**src/rtl/tpcl_pkg.sv**
```systemverilog
// shared types and constants for the threshold promotion cache list
`timescale 1ns / 1ps

package tpcl_pkg;

    localparam int IN_KEY_WIDTH     = 32;
    localparam int IN_TDATA_WIDTH   = 32;
    localparam int OUT_TDATA_WIDTH  = 72;
    localparam int COUNT_WIDTH      = 16;
    localparam int LIMIT_WIDTH      = 5;
    localparam int POS_OUT_WIDTH    = 4;
    localparam int CFG_INDEX_WIDTH  = 4;
    localparam int CFG_DATA_WIDTH   = 16;

    localparam logic [COUNT_WIDTH-1:0] COUNT_MAX       = 16'hFFFF;
    localparam logic [COUNT_WIDTH-1:0] COUNT_ONE       = 16'd1;
    localparam logic [COUNT_WIDTH-1:0] THRESHOLD_RESET = 16'd3;
    localparam logic [LIMIT_WIDTH-1:0] LIMIT_RESET     = 5'd16;

    localparam logic [CFG_INDEX_WIDTH-1:0] CFG_PROMOTE_THRESHOLD = 4'd0;
    localparam logic [CFG_INDEX_WIDTH-1:0] CFG_CAPACITY_LIMIT    = 4'd1;

    typedef enum logic [2:0] {
        ST_IDLE   = 3'b001,
        ST_MATCH  = 3'b010,
        ST_UPDATE = 3'b100
    } state_t;

    typedef struct packed {
        logic load;
        logic match;
        logic update;
    } ctrl_cmd_t;

    typedef struct packed {
        logic out_free;
    } dp_status_t;

endpackage

```
**src/rtl/tpcl_ctrl.sv**
```systemverilog
// controller state machine for the threshold promotion cache list
`timescale 1ns / 1ps

module tpcl_ctrl (
    input  logic                 aclk,
    input  logic                 aresetn,
    input  logic                 s_axis_tvalid,
    output logic                 s_axis_tready,
    input  tpcl_pkg::dp_status_t status,
    output tpcl_pkg::ctrl_cmd_t  cmd
);

    tpcl_pkg::state_t state_reg;
    tpcl_pkg::state_t state_next;

    always_ff @(posedge aclk) begin
        if (!aresetn) begin
            state_reg <= tpcl_pkg::ST_IDLE;
        end else begin
            state_reg <= state_next;
        end
    end

    always_comb begin
        state_next    = state_reg;
        cmd           = '0;
        s_axis_tready = 1'b0;
        case (state_reg)
            tpcl_pkg::ST_IDLE: begin
                s_axis_tready = 1'b1;
                if (s_axis_tvalid) begin
                    cmd.load   = 1'b1;
                    state_next = tpcl_pkg::ST_MATCH;
                end
            end
            tpcl_pkg::ST_MATCH: begin
                cmd.match  = 1'b1;
                state_next = tpcl_pkg::ST_UPDATE;
            end
            tpcl_pkg::ST_UPDATE: begin
                if (status.out_free) begin
                    cmd.update    = 1'b1;
                    s_axis_tready = 1'b1;
                    if (s_axis_tvalid) begin
                        cmd.load   = 1'b1;
                        state_next = tpcl_pkg::ST_MATCH;
                    end else begin
                        state_next = tpcl_pkg::ST_IDLE;
                    end
                end
            end
            default: begin
                state_next = tpcl_pkg::ST_IDLE;
            end
        endcase
        // no item is taken while in reset
        if (!aresetn) begin
            s_axis_tready = 1'b0;
            cmd           = '0;
        end
    end

endmodule

```
**src/rtl/tpcl_datapath.sv**
```systemverilog
// slot cells, match logic, list update and result register
`timescale 1ns / 1ps

module tpcl_datapath #(
    parameter int CAPACITY  = 16,
    parameter int KEY_WIDTH = 32
) (
    input  logic                                    aclk,
    input  logic                                    aresetn,
    input  tpcl_pkg::ctrl_cmd_t                     cmd,
    output tpcl_pkg::dp_status_t                    status,
    input  logic [tpcl_pkg::IN_TDATA_WIDTH-1:0]     s_axis_tdata,
    input  logic                                    cfg_valid,
    input  logic [tpcl_pkg::CFG_INDEX_WIDTH-1:0]    cfg_index,
    input  logic [tpcl_pkg::CFG_DATA_WIDTH-1:0]     cfg_data,
    output logic                                    m_axis_tvalid,
    input  logic                                    m_axis_tready,
    output logic [tpcl_pkg::OUT_TDATA_WIDTH-1:0]    m_axis_tdata
);

    localparam int OCC_WIDTH = $clog2(CAPACITY + 2);
    localparam int POS_WIDTH = $clog2(CAPACITY);
    localparam int SEL_WIDTH = $clog2(CAPACITY + 1);
    localparam int LIM_WIDTH = (OCC_WIDTH > tpcl_pkg::LIMIT_WIDTH) ?
                               OCC_WIDTH : tpcl_pkg::LIMIT_WIDTH;
    localparam int CW        = tpcl_pkg::COUNT_WIDTH;

    // configuration
    logic [CW-1:0]                      threshold_reg;
    logic [tpcl_pkg::LIMIT_WIDTH-1:0]   limit_reg;

    // list cells
    logic [KEY_WIDTH-1:0]   slot_key_reg [CAPACITY];
    logic [CW-1:0]          slot_cnt_reg [CAPACITY];
    logic [OCC_WIDTH-1:0]   occ_reg;

    // match stage
    logic [KEY_WIDTH-1:0]   in_key_reg;
    logic [KEY_WIDTH-1:0]   upd_key_reg;
    logic [CAPACITY-1:0]    match_vec;
    logic [CAPACITY-1:0]    seen;
    logic [CAPACITY-1:0]    first_vec;
    logic [POS_WIDTH-1:0]   pos_enc;
    logic [CAPACITY-1:0]    first_reg;
    logic [CAPACITY-1:0]    upto_reg;
    logic                   hit_reg;
    logic [POS_WIDTH-1:0]   pos_reg;

    // update stage
    logic [CW-1:0]          before_cnt;
    logic [CW-1:0]          new_cnt;
    logic                   promote;
    logic [KEY_WIDTH-1:0]   next_key [CAPACITY+1];
    logic [CW-1:0]          next_cnt [CAPACITY+1];
    logic [OCC_WIDTH-1:0]   occ_new;
    logic [OCC_WIDTH-1:0]   occ_after;
    logic [LIM_WIDTH-1:0]   lim_eff;
    logic                   evict;
    logic [SEL_WIDTH-1:0]   ev_sel;
    logic [KEY_WIDTH-1:0]   ev_key;
    logic [CW-1:0]          ev_cnt;

    logic                                   out_valid_reg;
    logic [tpcl_pkg::OUT_TDATA_WIDTH-1:0]   out_data_reg;

    always_ff @(posedge aclk) begin
        if (!aresetn) begin
            threshold_reg <= tpcl_pkg::THRESHOLD_RESET;
            limit_reg     <= tpcl_pkg::LIMIT_RESET;
        end else if (cfg_valid) begin
            case (cfg_index)
                tpcl_pkg::CFG_PROMOTE_THRESHOLD: threshold_reg <= cfg_data;
                tpcl_pkg::CFG_CAPACITY_LIMIT: begin
                    limit_reg <= cfg_data[tpcl_pkg::LIMIT_WIDTH-1:0];
                end
                default: ;
            endcase
        end
    end

    // compare every cell against the key
    for (genvar i = 0; i < CAPACITY; i++) begin : g_match
        assign match_vec[i] = (slot_key_reg[i] == in_key_reg) &&
                              (OCC_WIDTH'(i) < occ_reg);
    end

    always_comb begin
        seen[0] = 1'b0;
        for (int i = 1; i < CAPACITY; i++) begin
            seen[i] = seen[i-1] | match_vec[i-1];
        end
    end

    assign first_vec = match_vec & ~seen;

    always_comb begin
        pos_enc = '0;
        for (int i = 0; i < CAPACITY; i++) begin
            if (first_vec[i]) begin
                pos_enc = pos_enc | POS_WIDTH'(i);
            end
        end
    end

    always_ff @(posedge aclk) begin
        if (cmd.load) begin
            in_key_reg <= KEY_WIDTH'(s_axis_tdata[tpcl_pkg::IN_KEY_WIDTH-1:0]);
        end
        if (cmd.match) begin
            upd_key_reg <= in_key_reg;
            first_reg   <= first_vec;
            upto_reg    <= ~seen;
            hit_reg     <= |match_vec;
            pos_reg     <= pos_enc;
        end
    end

    // count of the hit entry
    always_comb begin
        before_cnt = '0;
        for (int i = 0; i < CAPACITY; i++) begin
            if (first_reg[i]) begin
                before_cnt = before_cnt | slot_cnt_reg[i];
            end
        end
    end

    always_comb begin
        if (!hit_reg) begin
            new_cnt = tpcl_pkg::COUNT_ONE;
        end else if (before_cnt < tpcl_pkg::COUNT_MAX) begin
            new_cnt = before_cnt + tpcl_pkg::COUNT_ONE;
        end else begin
            new_cnt = tpcl_pkg::COUNT_MAX;
        end
    end

    assign promote = hit_reg && (before_cnt >= threshold_reg) && !first_reg[0];

    // next list contents, one extra slot for the entry pushed past the end
    for (genvar i = 0; i <= CAPACITY; i++) begin : g_next
        if (i == 0) begin : g_head
            assign next_key[i] = (!hit_reg || promote) ? upd_key_reg : slot_key_reg[i];
            assign next_cnt[i] = (!hit_reg || promote || first_reg[i]) ?
                                 new_cnt : slot_cnt_reg[i];
        end else if (i < CAPACITY) begin : g_mid
            logic upd_here;
            logic shift_here;
            assign upd_here   = hit_reg && first_reg[i] && !promote;
            assign shift_here = !hit_reg || (promote && upto_reg[i]);
            assign next_key[i] = shift_here ? slot_key_reg[i-1] : slot_key_reg[i];
            assign next_cnt[i] = upd_here   ? new_cnt :
                                 shift_here ? slot_cnt_reg[i-1] : slot_cnt_reg[i];
        end else begin : g_tail
            assign next_key[i] = slot_key_reg[i-1];
            assign next_cnt[i] = slot_cnt_reg[i-1];
        end
    end

    assign occ_new = hit_reg ? occ_reg : occ_reg + OCC_WIDTH'(1);
    assign lim_eff = (LIM_WIDTH'(limit_reg) > LIM_WIDTH'(CAPACITY)) ?
                     LIM_WIDTH'(CAPACITY) : LIM_WIDTH'(limit_reg);
    assign evict     = LIM_WIDTH'(occ_new) > lim_eff;
    assign occ_after = evict ? occ_new - OCC_WIDTH'(1) : occ_new;
    assign ev_sel    = SEL_WIDTH'(occ_new - OCC_WIDTH'(1));

    always_comb begin
        ev_key = '0;
        ev_cnt = '0;
        if (evict) begin
            for (int i = 0; i <= CAPACITY; i++) begin
                if (SEL_WIDTH'(i) == ev_sel) begin
                    ev_key = next_key[i];
                    ev_cnt = next_cnt[i];
                end
            end
        end
    end

    always_ff @(posedge aclk) begin
        if (cmd.update) begin
            for (int i = 0; i < CAPACITY; i++) begin
                slot_key_reg[i] <= next_key[i];
                slot_cnt_reg[i] <= next_cnt[i];
            end
            out_data_reg <= {1'b0, ev_cnt, 32'(ev_key), evict, new_cnt,
                             4'(pos_reg), promote, hit_reg};
        end
    end

    always_ff @(posedge aclk) begin
        if (!aresetn) begin
            occ_reg       <= '0;
            out_valid_reg <= 1'b0;
        end else begin
            if (cmd.update) begin
                occ_reg       <= occ_after;
                out_valid_reg <= 1'b1;
            end else if (m_axis_tready) begin
                out_valid_reg <= 1'b0;
            end
        end
    end

    assign status.out_free = !out_valid_reg || m_axis_tready;
    assign m_axis_tvalid   = out_valid_reg;
    assign m_axis_tdata    = out_data_reg;

endmodule

```
**src/rtl/threshold_promotion_cache_list.sv**
```systemverilog
// top level of the threshold promotion cache list
`timescale 1ns / 1ps

// Ordered list of up to CAPACITY keys with saturating hit counts, head first.
// A hit bumps the count and moves the entry to the head once its count before
// the hit reaches promote_threshold; a miss inserts at the head with count 1
// and the tail is evicted when occupancy exceeds capacity_limit (capped at
// CAPACITY). For each item, all cells compare the key in parallel in the match
// state, and in the update state the cells shift and the result register loads.
// The next item is taken in that update state while results are drained; a
// stalled result holds the update. The list is empty after reset, with no
// clearing pass. Config writes (index 0 promote_threshold, index 1
// capacity_limit) are taken every cycle outside reset.

module threshold_promotion_cache_list #(
    parameter int CAPACITY  = 16,
    parameter int KEY_WIDTH = 32
) (
    input  logic                                    aclk,
    input  logic                                    aresetn,
    // request_key [31:0]
    input  logic [tpcl_pkg::IN_TDATA_WIDTH-1:0]     s_axis_tdata,
    input  logic                                    s_axis_tvalid,
    output logic                                    s_axis_tready,
    // was_hit [0], was_promoted [1], hit_position [5:2], entry_count [21:6],
    // did_evict [22], evicted_key [54:23], evicted_count [70:55], zero [71]
    output logic [tpcl_pkg::OUT_TDATA_WIDTH-1:0]    m_axis_tdata,
    output logic                                    m_axis_tvalid,
    input  logic                                    m_axis_tready,
    input  logic                                    cfg_valid,
    output logic                                    cfg_ready,
    input  logic [tpcl_pkg::CFG_INDEX_WIDTH-1:0]    cfg_index,
    input  logic [tpcl_pkg::CFG_DATA_WIDTH-1:0]     cfg_data
);

    tpcl_pkg::ctrl_cmd_t  cmd;
    tpcl_pkg::dp_status_t status;

    assign cfg_ready = aresetn;

    tpcl_ctrl u_ctrl (
        .aclk          (aclk),
        .aresetn       (aresetn),
        .s_axis_tvalid (s_axis_tvalid),
        .s_axis_tready (s_axis_tready),
        .status        (status),
        .cmd           (cmd)
    );

    tpcl_datapath #(
        .CAPACITY  (CAPACITY),
        .KEY_WIDTH (KEY_WIDTH)
    ) u_datapath (
        .aclk          (aclk),
        .aresetn       (aresetn),
        .cmd           (cmd),
        .status        (status),
        .s_axis_tdata  (s_axis_tdata),
        .cfg_valid     (cfg_valid),
        .cfg_index     (cfg_index),
        .cfg_data      (cfg_data),
        .m_axis_tvalid (m_axis_tvalid),
        .m_axis_tready (m_axis_tready),
        .m_axis_tdata  (m_axis_tdata)
    );

endmodule
```
**config.mk**
```make
export PLATFORM = sky130hd
export DESIGN_NAME = threshold_promotion_cache_list
export DESIGN_NICKNAME = d
export VERILOG_FILES = /design/src/rtl/tpcl_pkg.sv /design/src/rtl/tpcl_ctrl.sv /design/src/rtl/tpcl_datapath.sv /design/src/rtl/threshold_promotion_cache_list.sv
export SDC_FILE = /design/constraint.sdc
export NUM_CORES = 2
export LEC_CHECK = 0
export BUFFER_PORTS_ARGS = -buffer_cell sky130_fd_sc_hd__buf_2
export CAP_MARGIN = 30
export CELL_PAD_IN_SITES_DETAIL_PLACEMENT = 0
export CELL_PAD_IN_SITES_GLOBAL_PLACEMENT = 2
export CORE_MARGIN = 5
export CORE_UTILIZATION = 43
export CTS_CLUSTER_DIAMETER = 200
export DETAILED_ROUTE_END_ITERATION = 7
export PLACE_DENSITY_LB_ADDON = 0.25
export SLEW_MARGIN = 20
export SYNTH_ARGS = -nofsm -noshare
export SYNTH_HDL_FRONTEND = slang
export SYNTH_SLANG_ARGS = --single-unit
```
**constraint.sdc**
```tcl
create_clock -name aclk -period 45.7 [get_ports aclk]
set_input_delay 2.285 -clock aclk [delete_from_list [all_inputs] [get_ports aclk]]
set_output_delay 2.285 -clock aclk [all_outputs]
set_load 0.02 [all_outputs]
```
# After elaboration in Yosys (flattened, before gate mapping)
# Memories as Yosys holds them, arrays and structs flattened.
# Cells that the tools add are included.
[word_totals]
in_bits = 57
regBits = 202
output_inout_bits = 75
memories = 2
elab_cells = 337
ramBits = 768
[classes]
bitwise = 31
n_mux = 132
order_cmp = 20
n_reduce_logical = 95
add_sub_neg = 3
eq_ne = 38
[mem_list]
columns = ["name", "depth", "width", "read_ports", "rd_clocked_by_memory_dff", "wr", "line_no", "text"]
rows = [
  ["u_datapath.slot_key_reg", 16, 32, 16, 0, 16, "tpcl_datapath.sv:33", "logic [KEY_WIDTH-1:0] slot_key_reg [CAPACITY];"],
  ["u_datapath.slot_cnt_reg", 16, 16, 16, 0, 16, "tpcl_datapath.sv:34", "logic [CW-1:0] slot_cnt_reg [CAPACITY];"],
]
[op_table]
columns = ["cell", "n"]
rows = [
  ["16-bit two-way mux", 66],
  ["32-bit two-way mux", 33],
  ["32-bit == test", 16],
  ["16-bit bitwise OR", 15],
  ["1-bit logical AND", 63],
  ["4-bit by 5-bit == test with 1-bit output, first input constant", 8],
  ["4-bit by 5-bit less-than comparator with 1-bit output, first input constant", 8],
  ["4-bit two-way mux", 6],
  ["3-bit two-way mux", 7],
  ["3-bit by 5-bit == test with 1-bit output, first input constant", 4],
  ["3-bit by 5-bit less-than comparator with 1-bit output, first input constant", 4],
  ["1-bit logical OR", 18],
  ["16-bit by 1-bit adder with 16-bit output, second input constant", 1],
  ["16-bit bitwise AND", 1],
  ["16-bit >= comparator", 1],
  ["16-bit less-than comparator, second input constant", 1],
  ["16-bit inverter", 1],
  ["16-bit OR reduction", 1],
  ["5-bit two-way mux", 3],
  ["1-bit bitwise OR", 14],
  ["1-bit two-way mux", 11],
  ["2-bit by 5-bit == test with 1-bit output, first input constant", 2],
  ["1-bit by 5-bit less-than comparator with 1-bit output, first input constant", 2],
  ["2-bit by 5-bit less-than comparator with 1-bit output, first input constant", 2],
  ["22 further kinds", 31],
]

# Depth between registers and ports, before layout
# An unclocked memory read counts as a cell.
[logic_depth]
ltp_word = 55
mapped_depth = 23
ltp_nobuf = 16

# By module
# Synthesis repeated with hierarchy kept, for this count alone.
[hier_totals]
hier_cells = 5244
hier_area_um2 = 58346.0
[by_module_without_submodules]
columns = ["module", "seq_area_each_um2", "instances", "cells_each", "area_per_inst_um2"]
rows = [
  ["tpcl_datapath", 28737.6, 1, 5221, 58149.5],
  ["tpcl_ctrl", 60.1, 1, 22, 188.9],
  ["threshold_promotion_cache_list", 0.0, 1, 1, 7.5],
]

# Worst setup path after synthesis
# OpenSTA, ideal clock, no wires.
[synth_timing]
path_type = "input to register"
startpoint = "input port m_axis_tready"
endpoint = "register u_datapath.out_data_reg (netlist bit u_datapath.m_axis_tdata[0]) (enable)"
setup_ns = 2.069
required_time_ns = 43.631
n_path_buf = 1
stages = 4
setup_slack_ns = 6.075
arrival_time_ns = 37.556
path_cell_list = "nor2b_1 or3_1 clkbuf_1 nor2_1"
[synth_rtl]
columns = ["item", "line_no", "text"]
rows = [
  ["start: declaration", "threshold_promotion_cache_list.sv:29", "input logic m_axis_tready,"],
  ["end signal: assignment", "tpcl_datapath.sv:186", "out_data_reg <= {1'b0, ev_cnt, 32'(ev_key), evict, new_cnt,"],
  ["end: declaration", "tpcl_datapath.sv:64", "logic [tpcl_pkg::OUT_TDATA_WIDTH-1:0] out_data_reg;"],
]

# Final worst setup path
[layout_timing]
startpoint = "register u_datapath.first_reg[0]"
endpoint = "register u_datapath.out_data_reg (netlist bit u_datapath.m_axis_tdata[62]) (data pin)"
[layout_via]
elab_chain_len = 54
word_cells_on_any_way = 135
classes_between = "add/sub: 1; order compare: 2; mux: 66; bitwise: 15; reduce/logical: 51"
[layout_rtl]
columns = ["item", "line_no", "text"]
rows = [
  ["start: declaration", "tpcl_datapath.sv:44", "logic [CAPACITY-1:0] first_reg;"],
  ["start signal: assignment", "tpcl_datapath.sv:111", "first_reg <= first_vec;"],
  ["16-bit two-way mux", "tpcl_datapath.sv:122", "if (first_reg[i]) begin"],
  ["16-bit bitwise OR", "tpcl_datapath.sv:123", "before_cnt = before_cnt | slot_cnt_reg[i];"],
  ["16-bit two-way mux", "tpcl_datapath.sv:122", ""],
  ["16-bit bitwise OR", "tpcl_datapath.sv:123", ""],
  ["16-bit two-way mux", "tpcl_datapath.sv:122", ""],
  ["16-bit bitwise OR", "tpcl_datapath.sv:123", ""],
  ["16-bit two-way mux", "tpcl_datapath.sv:122", ""],
  ["16-bit bitwise OR", "tpcl_datapath.sv:123", ""],
  ["[23 not listed]", "-", ""],
  ["16-bit >= comparator", "tpcl_datapath.sv:138", "assign promote = hit_reg && (before_cnt >= threshold_reg) && !first_reg[0];"],
  ["1-bit logical AND (2 in series)", "tpcl_datapath.sv:138", ""],
  ["1-bit logical OR or 1-bit logical AND (tied branches)", "tpcl_datapath.sv:144, tpcl_datapath.sv:150", ""],
  ["1-bit logical OR, on equally long branches", "tpcl_datapath.sv:144, tpcl_datapath.sv:150", ""],
  ["16-bit two-way mux, on equally long branches", "tpcl_datapath.sv:144, tpcl_datapath.sv:153", ""],
  ["16-bit two-way mux, on equally long branches", "tpcl_datapath.sv:172, tpcl_datapath.sv:152", ""],
  ["16-bit two-way mux (14 in series)", "tpcl_datapath.sv:172", "if (SEL_WIDTH'(i) == ev_sel) begin"],
  ["16-bit two-way mux * (2 in series)", "tpcl_datapath.sv:172", ""],
]
# Every way passes the cells marked *; elsewhere a longest branch is shown, timed or not.
# A chain may end at the register's enable or synchronous reset.

==> qor.log <==
INFO  worst_setup_path crit_path_max_fanout=37
INFO  clocking       cts.reportedPaths.clkPinSlew=0.06ns
INFO  detailed_routing vias=48400
INFO  timing         timing_worst_slew_pin_value=1.17ns
INFO  worst_setup_path regToRegSetupSlack=38.27ns
INFO  timing         worst_slew_margin_rel=0.218
INFO  layout         layout.cells.most_common_list=edfxtp_1, nand2_1, mux2_2
INFO  status         violations=design-rule violations
INFO  power_and_ir_drop worst_vdd_rail_ir_drop=31.8uV
INFO  layout         seq_area=0.0288mm2
INFO  worst_setup_path regToRegStartpoint=u_datapath.first_reg[0]$_DFFE_PP_
INFO  clocking       cts-buffers-inserted=114
INFO  power_and_ir_drop total_power=1.95mW
INFO  worst_setup_path timing.critical_path.required=46.20ns
INFO  floorplanning  core.rowCount=135
INFO  min_path       worstHoldEndpoint=u_datapath.threshold_reg[2]$_SDFFE_PN0P_
INFO  placement      gp_congestion=1.04
INFO  timing         finalHoldWorstSlack=0.455ns
INFO  clocking       cts-htree-levels=3
INFO  worst_setup_path setup.worst_path.start_class=flip-flop
INFO  layout         final_design_area_no_fill=0.0646mm2
INFO  grt            grt_usage=0.368
INFO  timing         finalWorstSetupSlack=38.27ns
INFO  clocking       clock_path_buffers=3
INFO  detailed_routing vias_per_cell=6.68
INFO  clocking       cts_tree=built
INFO  logic_synthesis synth-main-ff-cell=edfxtp_1
INFO  logic_synthesis synth_top_family_by_area=compound AO/OA/AOI/OAI gates
INFO  clocking       worst_skew_pair.late_latency=0.75ns
INFO  logic_synthesis postSynth.asyncResetShare=0
INFO  clocking       root_buffer=clkbuf_16
INFO  min_path       worst_hold_startpoint=u_datapath.threshold_reg[2]$_SDFFE_PN0P_
INFO  layout         synthToLayoutAreaGrowth=11.2%
INFO  layout         final-instance-count-excl-fill=7250
INFO  power_and_ir_drop power-per-cell-area=30.2mW/mm2
INFO  floorplanning  dieArea=0.143mm2
INFO  placement      post-dp-hpwl=197mm
INFO  layout         multi_input_area=0.0273mm2
INFO  clocking       postCtsResizedCells=0
INFO  logic_synthesis yosys.area.top_type_share=0.485
INFO  status         outcome=finished with violations
INFO  logic_synthesis post_synth.cell_area_avg=10.9um2
INFO  logic_synthesis syn_nets=5410
INFO  timing         tns=0ns
INFO  logic_synthesis synth-compound-area-share=0.148
INFO  layout         utilization=0.479
INFO  floorplanning  die_w=378um
INFO  layout         drive_above_1_share=0.188
INFO  logic_synthesis synth-warning-count=0
INFO  timing         final-max-slew-violation-count=0
INFO  logic_synthesis ys_seq_elements=969
INFO  timing         final.period_utilization=0.163
INFO  layout         largest_register_ff_count=512
INFO  placement      pre_cts_ws=38.37ns
INFO  detailed_routing drt_wl_total=271mm
INFO  grt            number_of_global_route_vias_before_repair=44800
INFO  detailed_routing wl_per_cell=37.4um
INFO  floorplanning  core=0.135mm2
INFO  logic_synthesis synth-adder-area-share=0.00603
INFO  floorplanning  top_level_ports=132
INFO  layout         final_nets=5450
INFO  worst_setup_path critical_path.reg2reg.endpoint=u_datapath.m_axis_tdata[62]$_SDFFCE_PN0P_
INFO  min_path       hold_depth=2
INFO  grt            grt_overflow_total=0
INFO  clocking       post-cts-setup-buffer-count=0
INFO  logic_synthesis synth_cell_types=116
INFO  flow_run       cap_viol_max_count=0
INFO  timing         hold_viol_final=0
INFO  logic_synthesis yosys.area_share.simple=0.118
INFO  logic_synthesis synth-edff-count=939
INFO  timing         unrepaired_setup_endpoints_after_global_routing=false
INFO  detailed_routing antenna_violating_nets_post_route=0
INFO  worst_setup_path worst-endpoint-arrival=7.93ns
INFO  clocking       cts_hold_repair.buffers=0
INFO  grt            grt_first_pass_wirelength=369mm
INFO  detailed_routing drtIter0Drc=7427
INFO  logic_synthesis synth_area=0.0581mm2
INFO  placement      post_dp_cell_area=0.0609mm2
INFO  logic_synthesis gate_count_after_technology_mapping=5325
INFO  min_path       hold_class=flip-flop to flip-flop
INFO  grt            pin_count_of_the_biggest_net_entering_global_routing=163
INFO  layout         fill_count=12500
INFO  timing         fmaxAchievable=135MHz
INFO  worst_setup_path endpoint_kind=flip-flop
INFO  layout         final_common_cell=edfxtp_1
INFO  timing         skew=0.0329ns
INFO  worst_setup_path path_depth_of_the_worst_reg2reg_path=18
INFO  detailed_routing number_of_iterations_in_the_first_detailed_routing_pass=8
INFO  power_and_ir_drop p_leak=22.7nW
INFO  detailed_routing drc=5
INFO  clocking       tritoncts_sink_count=969
INFO  logic_synthesis synthXorXnorAreaFrac=0.0784
INFO  logic_synthesis netlist_top_cells_area=edfxtp_1, mux2_2, nand2_1, xnor2_1, xor2_1
INFO  placement      post-place-cells=7023
INFO  logic_synthesis yosys-mux-area-fraction=0.114
INFO  worst_setup_path criticalPathCategory=flip-flop to flip-flop
INFO  timing         setup_viol=0
INFO  grt            antenna_found_initial=20
INFO  logic_synthesis ys_seq_area_frac=0.495
INFO  floorplanning  chipHeight=378um
INFO  timing         post-route-min-period=7.43ns
INFO  placement      place.port_buffers=130
INFO  floorplanning  initial_core_util=0.431
INFO  logic_synthesis synth.largest_area_cell=edfxtp_1
==> worst max path at each step <==
stage	endpoint	slack, ns	start	cells past startpoint
global placement	u_datapath.slot_key_reg[10][8]$_DFFE_PP_	38.34	aresetn	7
detailed placement	u_datapath.slot_cnt_reg[0][108]$_DFFE_PP_	38.37	aresetn	7
finish	u_datapath.m_axis_tdata[62]$_SDFFCE_PN0P_	38.27	u_datapath.first_reg[0]$_DFFE_PP_	18
global route	u_datapath.m_axis_tdata[62]$_SDFFCE_PN0P_	38.22	u_datapath.first_reg[0]$_DFFE_PP_	18
floorplan	u_datapath.m_axis_tdata[0]$_DFFE_PP_	6.08	m_axis_tready	4
CTS	u_datapath.m_axis_tdata[38]$_SDFFCE_PN0P_	38.67	u_datapath.first_reg[0]$_DFFE_PP_	19
==> cells in the mapped netlist, types with 44 or more instances <==
| library cell | number |
|---|---|
| edfxtp_1 | 939 |
| nand2_1 | 755 |
| mux2_2 | 406 |
| xnor2_1 | 262 |
| nor2_1 | 259 |
| a21oi_1 | 257 |
| xor2_1 | 254 |
| mux2i_1 | 185 |
| clkbuf_1 | 175 |
| buf_2 | 169 |
| o21ai_0 | 160 |
| a22oi_1 | 110 |
| nand4_1 | 104 |
| nor4_1 | 88 |
| a221oi_1 | 86 |
| inv_1 | 76 |
| o22ai_1 | 69 |
| nand3_1 | 57 |
| nor3_1 | 53 |
| o211ai_1 | 44 |
==> layout make-up <==
type | count | area share
antenna | 10 | 0.000387
tap | 1781 | 0.0345
sequential | 969 | 0.445
clock inverter | 67 | 0.00919
timing repair buffer | 337 | 0.0367
inverter | 87 | 0.00505
clock buffer | 143 | 0.0460
multi-input combinational | 3856 | 0.423
==> critical path, stage by stage, from the launching register on <==
cell,delay (ns)
edfxtp_1,0.35
buf_4,0.19
buf_4,0.31
a22o_1,0.31
a221oi_1,0.21
nand4_1,0.70
ha_1,0.65
nand4_1,0.12
a211o_1,0.31
o21a_1,0.20
buf_4,0.29
o21ai_4,0.51
buf_4,0.58
mux2_2,0.40
nor2_1,0.12
o311ai_0,0.34
a221oi_1,1.09
nor3_1,0.10
o31a_1,0.32
==> kinds of logic (layout without fill, tap and decap cells) <==
kind of cell,after synthesis,count (layout)
multiplexers,606,606
flip-flops,969,969
other,1,11
XOR/XNOR,518,518
AO/OA/AOI/OAI,1218,1218
AND/OR/NAND/NOR,1485,1485
buffers and inverters,500,634
adder cells (fa/ha/maj),28,28
==> report_power, final <==
group | total [mW] | internal [mW] | switching [mW]
registers | 0.967 | 0.965 | 0.00191
logic | 0.0748 | 0.0238 | 0.0510
clock network | 0.909 | 0.505 | 0.405
total | 1.95 | 1.49 | 0.458
==> metal layers <==
| metal | share of wire | vias to the layer above | wire length (um) | global-route usage |
|---|---|---|---|---|
| li1 | - | 20200 | - | - |
| met1 | 0.42 | 24200 | 114000 | 0.530 |
| met2 | 0.39 | 3460 | 106000 | 0.492 |
| met3 | 0.14 | 513 | 37500 | 0.133 |
| met4 | 0.050 | 10 | 13600 | 0.160 |
| met5 | 0.00095 | - | 258 | 0.0103 |
Note: power is estimated with default switching activity, not from simulation.
